`src/rtl/window_focus_navigator_assert.svh`:
```
// ----------------------------------------------------------------------------
// window_focus_navigator_assert
// Assertion macros used by the navigator controller (wfn_ctrl).
// ----------------------------------------------------------------------------
`ifndef WINDOW_FOCUS_NAVIGATOR_ASSERT_SVH
`define WINDOW_FOCUS_NAVIGATOR_ASSERT_SVH
// Implication checked on every clock edge outside reset.
`define WFN_ASSERT_IMP(label, clk, rst_n, ante, cons, msg) \
	label: assert property (@(posedge clk) disable iff (!rst_n) (ante) |-> (cons)) \
		else $error(msg);
// Next-cycle implication checked outside reset.
`define WFN_ASSERT_NEXT(label, clk, rst_n, ante, cons, msg) \
	label: assert property (@(posedge clk) disable iff (!rst_n) (ante) |=> (cons)) \
		else $error(msg);
`endif

```
`src/rtl/wfn_pkg.sv`:
```
// ----------------------------------------------------------------------------
// wfn_pkg
// Types and constants shared by the window focus navigator.
// ----------------------------------------------------------------------------
package wfn_pkg;
	localparam logic [1:0] REQ_CLEAR = 2'd0;
	localparam logic [1:0] REQ_LOAD  = 2'd1;
	localparam logic [1:0] REQ_CYCLE = 2'd2;
	localparam logic [1:0] REQ_DIR   = 2'd3;

	localparam logic [1:0] ST_OK       = 2'd0;
	localparam logic [1:0] ST_INVALID  = 2'd1;
	localparam logic [1:0] ST_NOTFOUND = 2'd2;
	localparam logic [1:0] ST_FULL     = 2'd3;

	localparam logic [1:0] DIR_LEFT  = 2'd0;
	localparam logic [1:0] DIR_RIGHT = 2'd1;
	localparam logic [1:0] DIR_UP    = 2'd2;
	localparam logic [1:0] DIR_DOWN  = 2'd3;

	typedef struct packed {
		logic clear;
		logic load;
		logic latch;
		logic rd_en;
		logic cur_cap;
		logic cand_eval;
		logic best_clr;
	} wfn_cmd_t;

	typedef struct packed {
		logic id_match;
		logic overlap;
		logic better;
		logic eligible;
	} wfn_stat_t;
endpackage

```
`src/rtl/wfn_ctrl.sv`:
```
// ----------------------------------------------------------------------------
// wfn_ctrl
// Sequencer: accepts a word, runs the table scans and presents the result.
// ----------------------------------------------------------------------------
module wfn_ctrl #(
	parameter int CAPACITY = 64,
	parameter int AW = 6,
	parameter int CW = 7
) (
	input  logic               clk,
	input  logic               arst_n,
	input  logic               in_valid,
	output logic               in_ready,
	input  logic [1:0]         req_type,
	input  logic [63:0]        window_id,
	input  logic [30:0]        rect_width,
	input  logic [30:0]        rect_height,
	input  logic               forward,
	output logic               out_valid,
	input  logic               out_ready,
	output logic [1:0]         status,
	output logic [63:0]        found_id,
	output wfn_pkg::wfn_cmd_t  cmd,
	input  wfn_pkg::wfn_stat_t stat,
	input  logic [63:0]        rd_id,
	input  logic [63:0]        best_id,
	output logic [AW-1:0]      wr_addr,
	output logic [AW-1:0]      rd_addr
);
	import wfn_pkg::*;
	`include "window_focus_navigator_assert.svh"

	localparam logic [2:0] S_IDLE = 3'd0;
	localparam logic [2:0] S_FIND = 3'd1;
	localparam logic [2:0] S_CUR  = 3'd2;
	localparam logic [2:0] S_SCAN = 3'd3;
	localparam logic [2:0] S_DONE = 3'd4;
	localparam logic [2:0] S_OUT  = 3'd5;

	logic [2:0]    state_q;
	logic [CW-1:0] count_q, idx_q, cur_q, step_q, cnt_m1;
	logic          fwd_q, dir_q, pend_q;
	logic [1:0]    status_q;
	logic [63:0]   found_q;
	logic          acc;

	assign in_ready  = (state_q == S_IDLE);
	assign out_valid = (state_q == S_OUT);
	assign status    = status_q;
	assign found_id  = found_q;
	assign acc       = in_valid && in_ready;
	assign wr_addr   = count_q[AW-1:0];
	assign cnt_m1    = count_q - CW'(1);

	// Next scan index: linear in directional mode, else cyclic, wrapping without a divider.
	logic [CW-1:0] nxt_idx;
	always_comb begin
		if (dir_q) begin
			nxt_idx = idx_q + CW'(1);
		end else if (fwd_q) begin
			nxt_idx = (idx_q == cnt_m1) ? '0 : idx_q + CW'(1);
		end else begin
			nxt_idx = (idx_q == '0) ? cnt_m1 : idx_q - CW'(1);
		end
	end
	assign rd_addr = idx_q[AW-1:0];

	logic bad_ld;
	assign bad_ld = (window_id == 64'd0) || (rect_width == 31'd0) || (rect_height == 31'd0);

	always_comb begin
		cmd = '0;
		cmd.latch     = acc;
		cmd.best_clr  = acc;
		cmd.load      = acc && (req_type == REQ_LOAD) && !bad_ld &&
			(count_q != CW'(CAPACITY));
		cmd.rd_en     = (state_q == S_FIND) || (state_q == S_SCAN) || (state_q == S_CUR);
		cmd.cur_cap   = (state_q == S_FIND) && pend_q && stat.id_match;
		cmd.cand_eval = (state_q == S_SCAN) && pend_q && dir_q;
	end

	// pend_q: read data of idx from the previous cycle is valid.
	logic [CW-1:0] pidx_q;
	always_ff @(posedge clk or negedge arst_n) begin
		if (!arst_n) begin
			state_q  <= S_IDLE;
			count_q  <= '0;
			idx_q    <= '0;
			pidx_q   <= '0;
			cur_q    <= '0;
			step_q   <= '0;
			fwd_q    <= 1'b0;
			dir_q    <= 1'b0;
			pend_q   <= 1'b0;
			status_q <= ST_OK;
			found_q  <= '0;
		end else begin
			case (state_q)
				S_IDLE: begin
					if (acc) begin
						found_q  <= '0;
						status_q <= ST_OK;
						fwd_q    <= forward;
						dir_q    <= (req_type == REQ_DIR);
						idx_q    <= '0;
						pend_q   <= 1'b0;
						state_q  <= S_OUT;
						case (req_type)
							REQ_CLEAR: count_q <= '0;
							REQ_LOAD: begin
								if (bad_ld) begin
									status_q <= ST_INVALID;
								end else if (count_q == CW'(CAPACITY)) begin
									status_q <= ST_FULL;
								end else begin
									count_q <= count_q + CW'(1);
								end
							end
							default: begin
								if (count_q == '0) begin
									status_q <= ST_INVALID;
								end else begin
									state_q <= S_FIND;
								end
							end
						endcase
					end
				end
				S_FIND: begin
					pend_q <= 1'b1;
					pidx_q <= idx_q;
					idx_q  <= idx_q + CW'(1);
					if (pend_q && stat.id_match) begin
						cur_q   <= pidx_q;
						idx_q   <= pidx_q;
						pend_q  <= 1'b0;
						state_q <= S_CUR;
					end else if (pend_q && (pidx_q == cnt_m1)) begin
						pend_q <= 1'b0;
						if (dir_q) begin
							status_q <= ST_NOTFOUND;
							state_q  <= S_OUT;
						end else begin
							idx_q   <= '0;
							state_q <= S_CUR;
							cur_q   <= count_q;
						end
					end
				end
				S_CUR: begin
					if (cur_q == count_q) begin
						// Current id absent: entry 0 is answered, read lands now.
						if (pend_q) begin
							found_q <= rd_id;
							state_q <= S_OUT;
						end
						pend_q <= 1'b1;
					end else begin
						step_q  <= CW'(1);
						pend_q  <= 1'b0;
						status_q <= ST_NOTFOUND;
						idx_q   <= dir_q ? '0 : nxt_idx;
						state_q <= S_SCAN;
					end
				end
				S_SCAN: begin
					pend_q <= 1'b1;
					pidx_q <= idx_q;
					idx_q  <= nxt_idx;
					step_q <= step_q + CW'(1);
					if (!dir_q && pend_q && stat.overlap) begin
						found_q  <= rd_id;
						status_q <= ST_OK;
						state_q  <= S_OUT;
					end else if (dir_q ? (pend_q && pidx_q == cnt_m1)
						: (step_q == count_q)) begin
						state_q <= S_DONE;
					end
				end
				S_DONE: begin
					if (dir_q) begin
						found_q  <= best_id;
						status_q <= (best_id != 64'd0) ? ST_OK : ST_NOTFOUND;
					end
					state_q <= S_OUT;
				end
				S_OUT: begin
					if (out_ready) begin
						state_q <= S_IDLE;
					end
				end
				default: state_q <= S_IDLE;
			endcase
		end
	end

	`WFN_ASSERT_IMP(a_count_cap, clk, arst_n, 1'b1, count_q <= CW'(CAPACITY), "count above capacity")
	`WFN_ASSERT_IMP(a_ok_nonzero, clk, arst_n, out_valid && dir_q && status_q == ST_OK, found_q != 64'd0, "ok without id")
	`WFN_ASSERT_NEXT(a_out_hold, clk, arst_n, out_valid && !out_ready, out_valid && $stable(found_q), "result dropped")
endmodule

```
`config.mk`:
```
export PLATFORM = sky130hd
export DESIGN_NAME = wfn_ctrl
export DESIGN_NICKNAME = d
export VERILOG_FILES = /design/src/rtl/wfn_pkg.sv /design/src/rtl/wfn_ctrl.sv
export VERILOG_INCLUDE_DIRS = /design/src /design/src/rtl
export SDC_FILE = /design/constraint.sdc
export NUM_CORES = 1
export LEC_CHECK = 0
export ABC_AREA = 1
export BUFFER_PORTS_ARGS = -buffer_cell sky130_fd_sc_hd__buf_2
export CAP_MARGIN = 20
export CORE_MARGIN = 1
export CORE_UTILIZATION = 30
export CTS_BUF_LIST = sky130_fd_sc_hd__clkbuf_16
export DETAILED_ROUTE_END_ITERATION = 8
export PLACE_DENSITY_LB_ADDON = 0.05
export SLEW_MARGIN = 20
export SYNTH_ARGS = -nofsm -noshare
export SYNTH_HDL_FRONTEND = slang
export SYNTH_SLANG_ARGS = --single-unit
```
`constraint.sdc`:
```
create_clock -name clk -period 4.4 [get_ports clk]
set_input_delay 0.88 -clock clk [delete_from_list [all_inputs] [get_ports clk]]
set_output_delay 0.88 -clock clk [all_outputs]
set_load 0.05 [all_outputs]
```
==> results.cfg, run 1 <==
[outcome]
status = finished clean

[routing]
route.final.wire_length_mm = 25.5
wl_per_cell_microns = 15.1
drc = 0
vias = 7836
dr.pass1.iters = 5
ant_nets = 0
dr.first_iter.drc_count = 463
viasPerCell = 4.63

[grt]
grtUsageTotal_pct = 19.3
grt_first_pass_wirelength_mm = 39.3
grt_max_degree = 129
grt_pass1_vias = 7365
antenna_found_initial = 3
overflow = 0

[cells_and_area]
multi_input_area_sq_um = 3950
synthToLayoutAreaGrowth_pct = 27.7
drive_above_1_share_pct = 34.1
seqCellArea_sq_um = 2680
nets = 1631
final_cell_area_sq_um = 9730
fillCellCount = 2731

[synthesis]
syn_area_sq_um = 7620
synth_top_area_share_pct = 35.1
synth_seq_cells = 107
post-synth-top-count-cell = nand2_1
synthAdderAreaFrac_pct = 0.985
ys_types = 42
synthesis.nets = 1327
async_reset_ff_share_pct = 100
synth-edff-count = 0
synthCells = 1056
avgSynthCellArea_sq_um = 7.22
synth_xor_area_share_pct = 3.33
ys.flop_type = dfrtp_1
synth-compound-area-share_pct = 18.2
synth_top_family_by_area = simple AND/OR/NAND/NOR gates
synth_mux_area_share_pct = 0
ys_top_cells_by_area = dfrtp_1 35%, nand2_1 14%, o21ai_2 7.4%
ys_seq_area_share_pct = 35.1
synthTopCellsByCount = 277 x nand2_1, 144 x inv_1, 107 x dfrtp_1
synth_top_area_cell = dfrtp_1
synthSimpleGateAreaFrac_pct = 29.2
yosysWarningCount = 0

[cts]
root_buffer = clkbuf_16
cts_tree = done
htree_levels = 3
clock_latency_ns = 0.37
cts_sinks = 107
postCtsSetupBuffers = 0
holdBufCountCts = 0
clock_path_buffers = 2
ctsResizeCount = 0
cts-buffers-inserted = 9
cts.clk_slew.worst_paths_ns = 0.08

[timing]
drv_slew = 0
fin_ws_ns = 1.02
hold_viol = 0
max_slew_margin_pct = 34.8
rsz0062_at_grt = no
tns_ns = 0
fin_crit_sh_pct = 76.9
period_minus_slack_ns = 3.38
hold_slack_ns = 0.478
skew_ns = 0.0104
max_freq_mhz = 295
setup_viol = 0
worst_pin_slew_ns = 0.969

[critical_path]
crit_path_end = cmd[5]
critPathCaptureType = primary output
path_cells = nor2_2, inv_2, nor2_2, inv_2, nor2_4, nand2_1, a21oi_1, nand2_1, nor2_1, buf_2
reg2reg_to = cur_q[5]
start_kind = flop
arrival_ns = 2.50
worstPathRequired_ns = 3.52
crit_type = reg2out
r2r-start = count_q[0]
critPathMaxFanout = 7
cp_num_buf_inv = 3
worstRegToRegCells = 15
r2r_setup_slack_ns = 1.44
crit_start = state_q[1]
critPathMaxStageDelay_ns = 0.48
cpMaxStageDelayCell = dfrtp_1
critPathTopFamily = simple AND/OR/NAND/NOR gates
timing.critical_path.depth = 10

[power]
finalPower_w = 0.00652
p_sw_w = 0.00367
intPower_w = 0.00285
switching_share_pct = 56.3
ir_worst_vdd_v = 0.000637
power_frac_comb_pct = 62.5
power-per-cell-area_nw_per_um2 = 670
seqPwrFrac_pct = 24.9
clkPwrFrac_pct = 12.7
p_leak_nw = 5.10

[floorplan]
num_rows = 57
die_h_microns = 161
ios = 352
die_area_sq_um = 26000
fp.coreArea_sq_um = 24600
start_util_pct = 31.0
fp.dieW_microns = 161

[placement]
dpl.hpwl_mm = 20.0
dp_slack_ns = 1.11
numPortBuffers = 348
place_area_sq_um = 9440
gp_congestion = 0.864

[job]
cap_violations = 0

[min_path]
hold_path_class = reg2reg
[power groups by stage]
| stage | Sequential [W] | Combinational, W | Clock [W] |
|---|---|---|---|
| 5_1_grt | 0.00167 | 0.00453 | 0.000882 |
| 2_1_floorplan | 0.00193 | 0.00304 | 0 |
| 4_1_cts | 0.00163 | 0.00412 | 0.000852 |
| 3_3_place_gp | 0.00164 | 0.00410 | 0 |
| 3_5_place_dp | 0.00165 | 0.00410 | 0 |
| 6_report | 0.00162 | 0.00407 | 0.000825 |
[area by class of cell]
class | count | area share [%]
tap | 324 | 4.17
timing repair buffer | 353 | 18.6
antenna | 2 | 0.0514
multi-input combinational | 730 | 40.6
inverter | 159 | 6.13
clock buffer | 9 | 2.31
clock inverter | 7 | 0.694
sequential | 107 | 27.5
[registers in the layout, summed over array words and instances (netlist names)]
signal    count
cur_q         7
pidx_q        7
status        2
step_q        7
state_q       3
found_id     64
idx_q         7
count_q       7
pend_q        1
fwd_q         1
dir_q         1
[worst min-delay path: cells and delay by family (launching register included)]
family / cells / cell delay [ns]
AO/OA/AOI/OAI: 1 / 0.05
AND/OR/NAND/NOR: 1 / 0.06
flip-flops: 1 / 0.34
[cell families after synthesis]
family | after synthesis
other cells | 1
simple gates | 498
fa+ha+maj | 6
xor+xnor | 29
compound gates | 196
flops | 107
buf+inv | 219
[placed cells by master, fill, tap and decap left out, drive strengths merged, types with 2 or more instances in the layout]
| master | count |
|---|---|
| a22o | 30 |
| o22ai | 9 |
| nand3b | 6 |
| nor4 | 33 |
| nand2 | 279 |
| buf | 353 |
| xnor2 | 8 |
| inv | 160 |
| a21oi | 17 |
| nand3 | 51 |
| xor2 | 21 |
| nand4 | 29 |
| clkbuf | 9 |
| a32o | 3 |
| o21ai | 129 |
| nor3 | 9 |
| clkinv | 5 |
| ha | 6 |
| nor2 | 90 |
| diode | 2 |
| dfrtp | 107 |
[per-layer routing]
| metal | track usage (%) | up-vias | part of all wire, % |
|---|---|---|---|
| met5 | 0 | - | 0 |
| met4 | 6.56 | 0 | 2.2 |
| met3 | 3.31 | 26 | 6.4 |
| met2 | 33.3 | 279 | 48 |
| met1 | 24.3 | 3485 | 44 |
| li1 | - | 4046 | - |
[worst min-delay path by stage]
stage / from / end / slack [ns] / depth (start not counted)
floorplan: cur_q[2] / cur_q[2] / 0.46 / 2
global placement: found_id[50] / found_id[50] / 0.46 / 2
detailed placement: found_id[9] / found_id[9] / 0.46 / 2
CTS: found_id[3] / found_id[3] / 0.48 / 2
global route: found_id[28] / found_id[28] / 0.49 / 2
finish: found_id[3] / found_id[3] / 0.48 / 2
[through the flow]
stage               instances  utilization, %
finish                   1691            39.6
global route             1690            39.5
CTS                      1689            39.5
detailed placement       1673            38.3
global placement         1673            38.3
floorplan                1056               -
Note: power is estimated with default switching activity, not from simulation.
==> run 2: changes to the inputs <==
==> constraint.sdc (replaced) <==
create_clock -name clk -period 3.1 [get_ports clk]
set_input_delay 0.62 -clock clk [delete_from_list [all_inputs] [get_ports clk]]
set_output_delay 0.62 -clock clk [all_outputs]
set_load 0.05 [all_outputs]
==> results.cfg, run 2 (same netlist as run 1, synthesis figures left out) <==
[outcome]
status = finished clean

[floorplan]
fp.coreArea_sq_um = 24600
ios = 352
fp.dieW_microns = 161
die_area_sq_um = 26000
die_h_microns = 161
start_util_pct = 31.0
num_rows = 57

[cells_and_area]
largest_register_ffs = 64
synthToLayoutAreaGrowth_pct = 29.0
final_common_cell = buf_2
nets = 1644
drive_above_1_share_pct = 34.7
final_cell_mix = 346 x buf_2, 277 x nand2_1, 145 x inv_1
antenna_cells = 0
final_cell_count_no_fill = 1702
final_util_pct = 39.9

[grt]
antenna_found_initial = 3
grt_max_degree = 129
grt_pass1_vias = 7531
overflow = 0
grt_first_pass_wirelength_mm = 39.8
grtUsageTotal_pct = 19.6

[placement]
dp_slack_ns = 0.327
dp_cells = 1685
numPortBuffers = 348
gp_congestion = 0.867
dpl.hpwl_mm = 20.1

[timing]
period_minus_slack_ns = 2.84
fin_crit_sh_pct = 91.7
worst_pin_slew_ns = 0.742
max_freq_mhz = 352
hold_slack_ns = 0.271
drv_slew = 0
setup_viol = 0
max_slew_margin_pct = 50.5
tns_ns = 0
rsz0062_at_grt = no
skew_ns = 0.0107
fin_ws_ns = 0.258
hold_viol = 0

[cts]
cts_sinks = 107
holdBufCountCts = 0
cts.clk_slew.worst_paths_ns = 0.08
clock_latency_ns = 0.36
clock_path_buffers = 2
root_buffer = clkbuf_16
cts-buffers-inserted = 9
htree_levels = 3
cts_tree = done

[critical_path]
worstPathRequired_ns = 2.48
start_kind = flop
critPathTopFamily = simple AND/OR/NAND/NOR gates
critPathMaxFanout = 5
cpMaxStageDelayCell = dfrtp_1
cp_num_buf_inv = 3
arrival_ns = 2.22
critPathCaptureType = primary output
crit_type = reg2out
path_cells = nor2_4, inv_2, nor2_2, inv_2, nor2_4, nand2_1, a21oi_1, nand2_1, nor2_1, clkbuf_4
critPathMaxStageDelay_ns = 0.47

[routing]
viasPerCell = 4.69
route.final.wire_length_mm = 25.7
dr.first_iter.drc_count = 449
drc = 0
ant_nets = 0
dr.pass1.iters = 6
vias = 7989
wl_per_cell_microns = 15.1

[power]
ir_worst_vdd_v = 0.000846
power-per-cell-area_nw_per_um2 = 953
p_leak_nw = 5.16

[min_path]
hold_path_class = in2async

[job]
cap_violations = 0
[run 2: cell types whose count changed in the layout (fill, tap and decap cells not counted)]
cell	change
clkbuf_4	+1
inv_8	-1
nor2_4	+1
diode_2	-2
nor2_2	-1
buf_4	+13
clkinv_1	-1
inv_1	+1
buf_2	-1
clkinvlp_4	+1
[run 2: worst paths after layout]
path,cells past startpoint,to,slack [ns],startpoint
worst min-delay path,1,found_id[52],0.27,arst_n
worst max register to register,9,found_id[24],0.54,state_q[2]
worst min register to register,2,found_id[45],0.48,found_id[45]
worst max-delay path,10,cmd[5],0.26,state_q[0]
max in group asynchronous,2,found_id[28],2.13,arst_n
min in group clk,2,found_id[45],0.48,found_id[45]
[run 2: cell type report]
class | instances | area (sq um)
Clock inverter | 7 | 63.8
Inverter | 159 | 597
Timing Repair Buffer | 366 | 1910
Clock buffer | 9 | 225
Tap cell | 324 | 405
Multi-Input combinational cell | 730 | 3950
Fill cell | 2694 | 14800
Sequential cell | 107 | 2680
[run 2: power breakdown]
| group | switching [W] | total [W] | internal, W | leakage (nW) |
|---|---|---|---|---|
| clock | 0.000593 | 0.00115 | 0.000561 | 0.138 |
| sequential | 0.000425 | 0.00223 | 0.00181 | 1.43 |
| combinational | 0.00423 | 0.00598 | 0.00176 | 3.59 |
[run 2: through the flow]
stage                     cell area, sq um  total power [W]
after CTS                             9810          0.00947
after detailed placement              9530          0.00827
after global placement                9530          0.00825
after floorplan                       7620          0.00706
final                                 9830          0.00937
after global routing                  9830           0.0102
[run 2: layer usage]
metal  wire [microns]  track usage (%)  vias up
met4              342             4.80        0
met3             1460             2.59       25
met2            12500             34.4      293
li1                 -                -     4058
met1            11400             25.2     3613
met5                0                0        -
[run 2: timing repair]
| action | in CTS | in global routing |
|---|---|---|
| gates resized for setup | 0 | 2 |
| setup buffers | 0 | 1 |
| endpoints found under the setup margin | 0 | 1 |
==> run 3: changes to the inputs <==
--- a/config.mk
+++ b/config.mk
@@ -6,7 +6,6 @@
 export SDC_FILE = /design/constraint.sdc
 export NUM_CORES = 1
 export LEC_CHECK = 0
-export ABC_AREA = 1
 export BUFFER_PORTS_ARGS = -buffer_cell sky130_fd_sc_hd__buf_2
 export CAP_MARGIN = 20
 export CORE_MARGIN = 1
==> results.cfg, run 3 <==
[outcome]
status = finished clean

[power]
seqPwrFrac_pct = 25.2
clkPwrFrac_pct = 11.7
power_frac_comb_pct = 63.1
switching_share_pct = 54.5
power-per-cell-area_nw_per_um2 = 1100
p_leak_nw = 4.26
ir_worst_vdd_v = 0.000650
finalPower_w = 0.00997
p_sw_w = 0.00544
intPower_w = 0.00454

[routing]
route.final.wire_length_mm = 25.5
wl_per_cell_microns = 18.5
viasPerCell = 5.15
ant_nets = 0
drc = 0
dr.pass1.iters = 5
dr.first_iter.drc_count = 300
vias = 7121

[cells_and_area]
final_cell_area_sq_um = 9070
final_util_pct = 41.5
final_common_cell = buf_2
seqCellArea_sq_um = 2680
largest_register_ffs = 64
nets = 1368
fillCellCount = 2312
final_cell_mix = 347 x buf_2, 104 x dfrtp_1, 96 x nor2_1
multi_input_area_sq_um = 3610
drive_above_1_share_pct = 38.5
synthToLayoutAreaGrowth_pct = 35.8

[placement]
dp_slack_ns = 0.195
place_area_sq_um = 8780
numPortBuffers = 348
gp_congestion = 0.849
dpl.hpwl_mm = 20.1

[cts]
cts-buffers-inserted = 9
cts.clk_slew.worst_paths_ns = 0.08
root_buffer = clkbuf_16
htree_levels = 3
cts_sinks = 107
clock_latency_ns = 0.36
cts_tree = done
postCtsSetupBuffers = 0
clock_path_buffers = 2

[synthesis]
synth_seq_cells = 107
post-synth-top-count-cell = dfrtp_1
ys_seq_area_share_pct = 40.1
synth_top_area_share_pct = 40.1
synthesis.nets = 1039
synthTopCellsByCount = 107 x dfrtp_1, 98 x nor2_1, 76 x a21oi_1
yosysWarningCount = 0
avgSynthCellArea_sq_um = 8.69
synthCells = 768
synth-edff-count = 0
ys.flop_type = dfrtp_1
syn_area_sq_um = 6680
async_reset_ff_share_pct = 100
ys_top_cells_by_area = dfrtp_1 40%, a22oi_1 7.3%, a21oi_1 5.7%
synth_top_area_cell = dfrtp_1
ys_types = 65

[critical_path]
r2r_setup_slack_ns = 0.28
critPathMaxFanout = 9
worstRegToRegCells = 9
worstPathRequired_ns = 2.48
cpMaxStageDelayCell = dfrtp_2
r2r-start = count_q[1]
critPathCaptureType = primary output
path_cells = buf_4, nor4_1, and3_1, nor3_2, and3_1, buf_2
critPathMaxStageDelay_ns = 0.50
cp_num_buf_inv = 2
start_kind = flop
reg2reg_to = idx_q[3]
cpMostUsedCell = and3_1
crit_type = reg2out
arrival_ns = 2.30
critPathTopFamily = simple AND/OR/NAND/NOR gates

[timing]
hold_viol = 0
fin_crit_sh_pct = 94.2
period_minus_slack_ns = 2.92
tns_ns = 0
skew_ns = 0.0146
worst_pin_slew_ns = 0.710
rsz0062_at_grt = no
fin_ws_ns = 0.180
max_freq_mhz = 342
drv_slew = 0
setup_viol = 0
max_slew_margin_pct = 52.7

[floorplan]
fp.coreArea_sq_um = 21800
die_h_microns = 151
die_area_sq_um = 22900
num_rows = 54
fp.dieW_microns = 151
ios = 352
start_util_pct = 30.6

[grt]
grt_pass1_vias = 7043
grt_first_pass_wirelength_mm = 39.2
overflow = 0
antenna_found_initial = 2
grtUsageTotal_pct = 22.7
grt_max_degree = 129

[job]
cap_violations = 0

[min_path]
hold_path_class = in2async
## run 3: kinds of logic (layout without fill, tap and decap cells)
kind of cell	after synthesis	after routing	synth area share, %
compound gates	223	223	21.4
xor+xnor	41	41	6.54
other cells	1	2	0.0562
buf+inv	87	420	6.05
flops	107	107	40.1
fa+ha+maj	6	6	1.12
simple gates	286	286	21.9
mux	17	17	2.85
## run 3: cell type report
| class | instances | share of cell area (%) |
|---|---|---|
| Tap cell | 280 | 3.86 |
| Clock buffer | 9 | 2.48 |
| Timing Repair Buffer | 385 | 22.7 |
| Antenna cell | 1 | 0.0276 |
| Clock inverter | 6 | 0.649 |
| Sequential cell | 107 | 29.6 |
| Inverter | 20 | 0.828 |
| Multi-Input combinational cell | 574 | 39.9 |
## run 3: worst reg2reg max path, delay by kind of cell, from the launching register on
| kind | cells | cell delay (ns) |
|---|---|---|
| flip-flops | 1 | 0.35 |
| buffers and inverters | 1 | 0.07 |
| AO/OA/AOI/OAI | 3 | 0.63 |
| AND/OR/NAND/NOR | 3 | 1.05 |
| adder cells (fa/ha/maj) | 1 | 0.42 |
| XOR/XNOR | 1 | 0.18 |
## run 3: worst max path at each step
stage,startpoint,endpoint,slack (ns),cells past startpoint
floorplan,count_q[0],idx_q[5],0.30,10
global placement,window_id[45],cmd[5],0.25,8
detailed placement,window_id[45],cmd[5],0.20,8
CTS,count_q[4],cmd[5],0.04,6
global route,count_q[5],cmd[5],0.01,5
finish,count_q[4],cmd[5],0.18,6
## run 3: routing by layer
layer | track usage, % | vias up | wire length [microns]
li1 | - | 3498 | -
met5 | 0 | - | 10
met3 | 5.30 | 32 | 1570
met4 | 5.75 | 2 | 505
met2 | 40.0 | 254 | 12900
met1 | 27.5 | 3335 | 10500
## run 3: repair_timing
action,CTS,global route
hold buffers,0,0
endpoints found under the hold margin,0,0
gates resized for setup,1,2
setup endpoints to repair,1,1
gates cloned,0,0
## run 3: metrics by stage
| step | instances | hold WS [ns] |
|---|---|---|
| global route | 1382 | 0.357 |
| CTS | 1381 | 0.339 |
| finish | 1382 | 0.300 |
| detailed placement | 1366 | 0.479 |
| floorplan | 768 | 0.324 |
| global placement | 1366 | 0.479 |
## run 3: power groups by stage
stage	logic, W	clock network [W]	registers (W)
after floorplan	0.00322	0	0.00395
after global placement	0.00633	0	0.00253
after detailed placement	0.00636	0	0.00252
after CTS	0.00635	0.00121	0.00252
after global routing	0.00686	0.00126	0.00260
final	0.00629	0.00117	0.00252
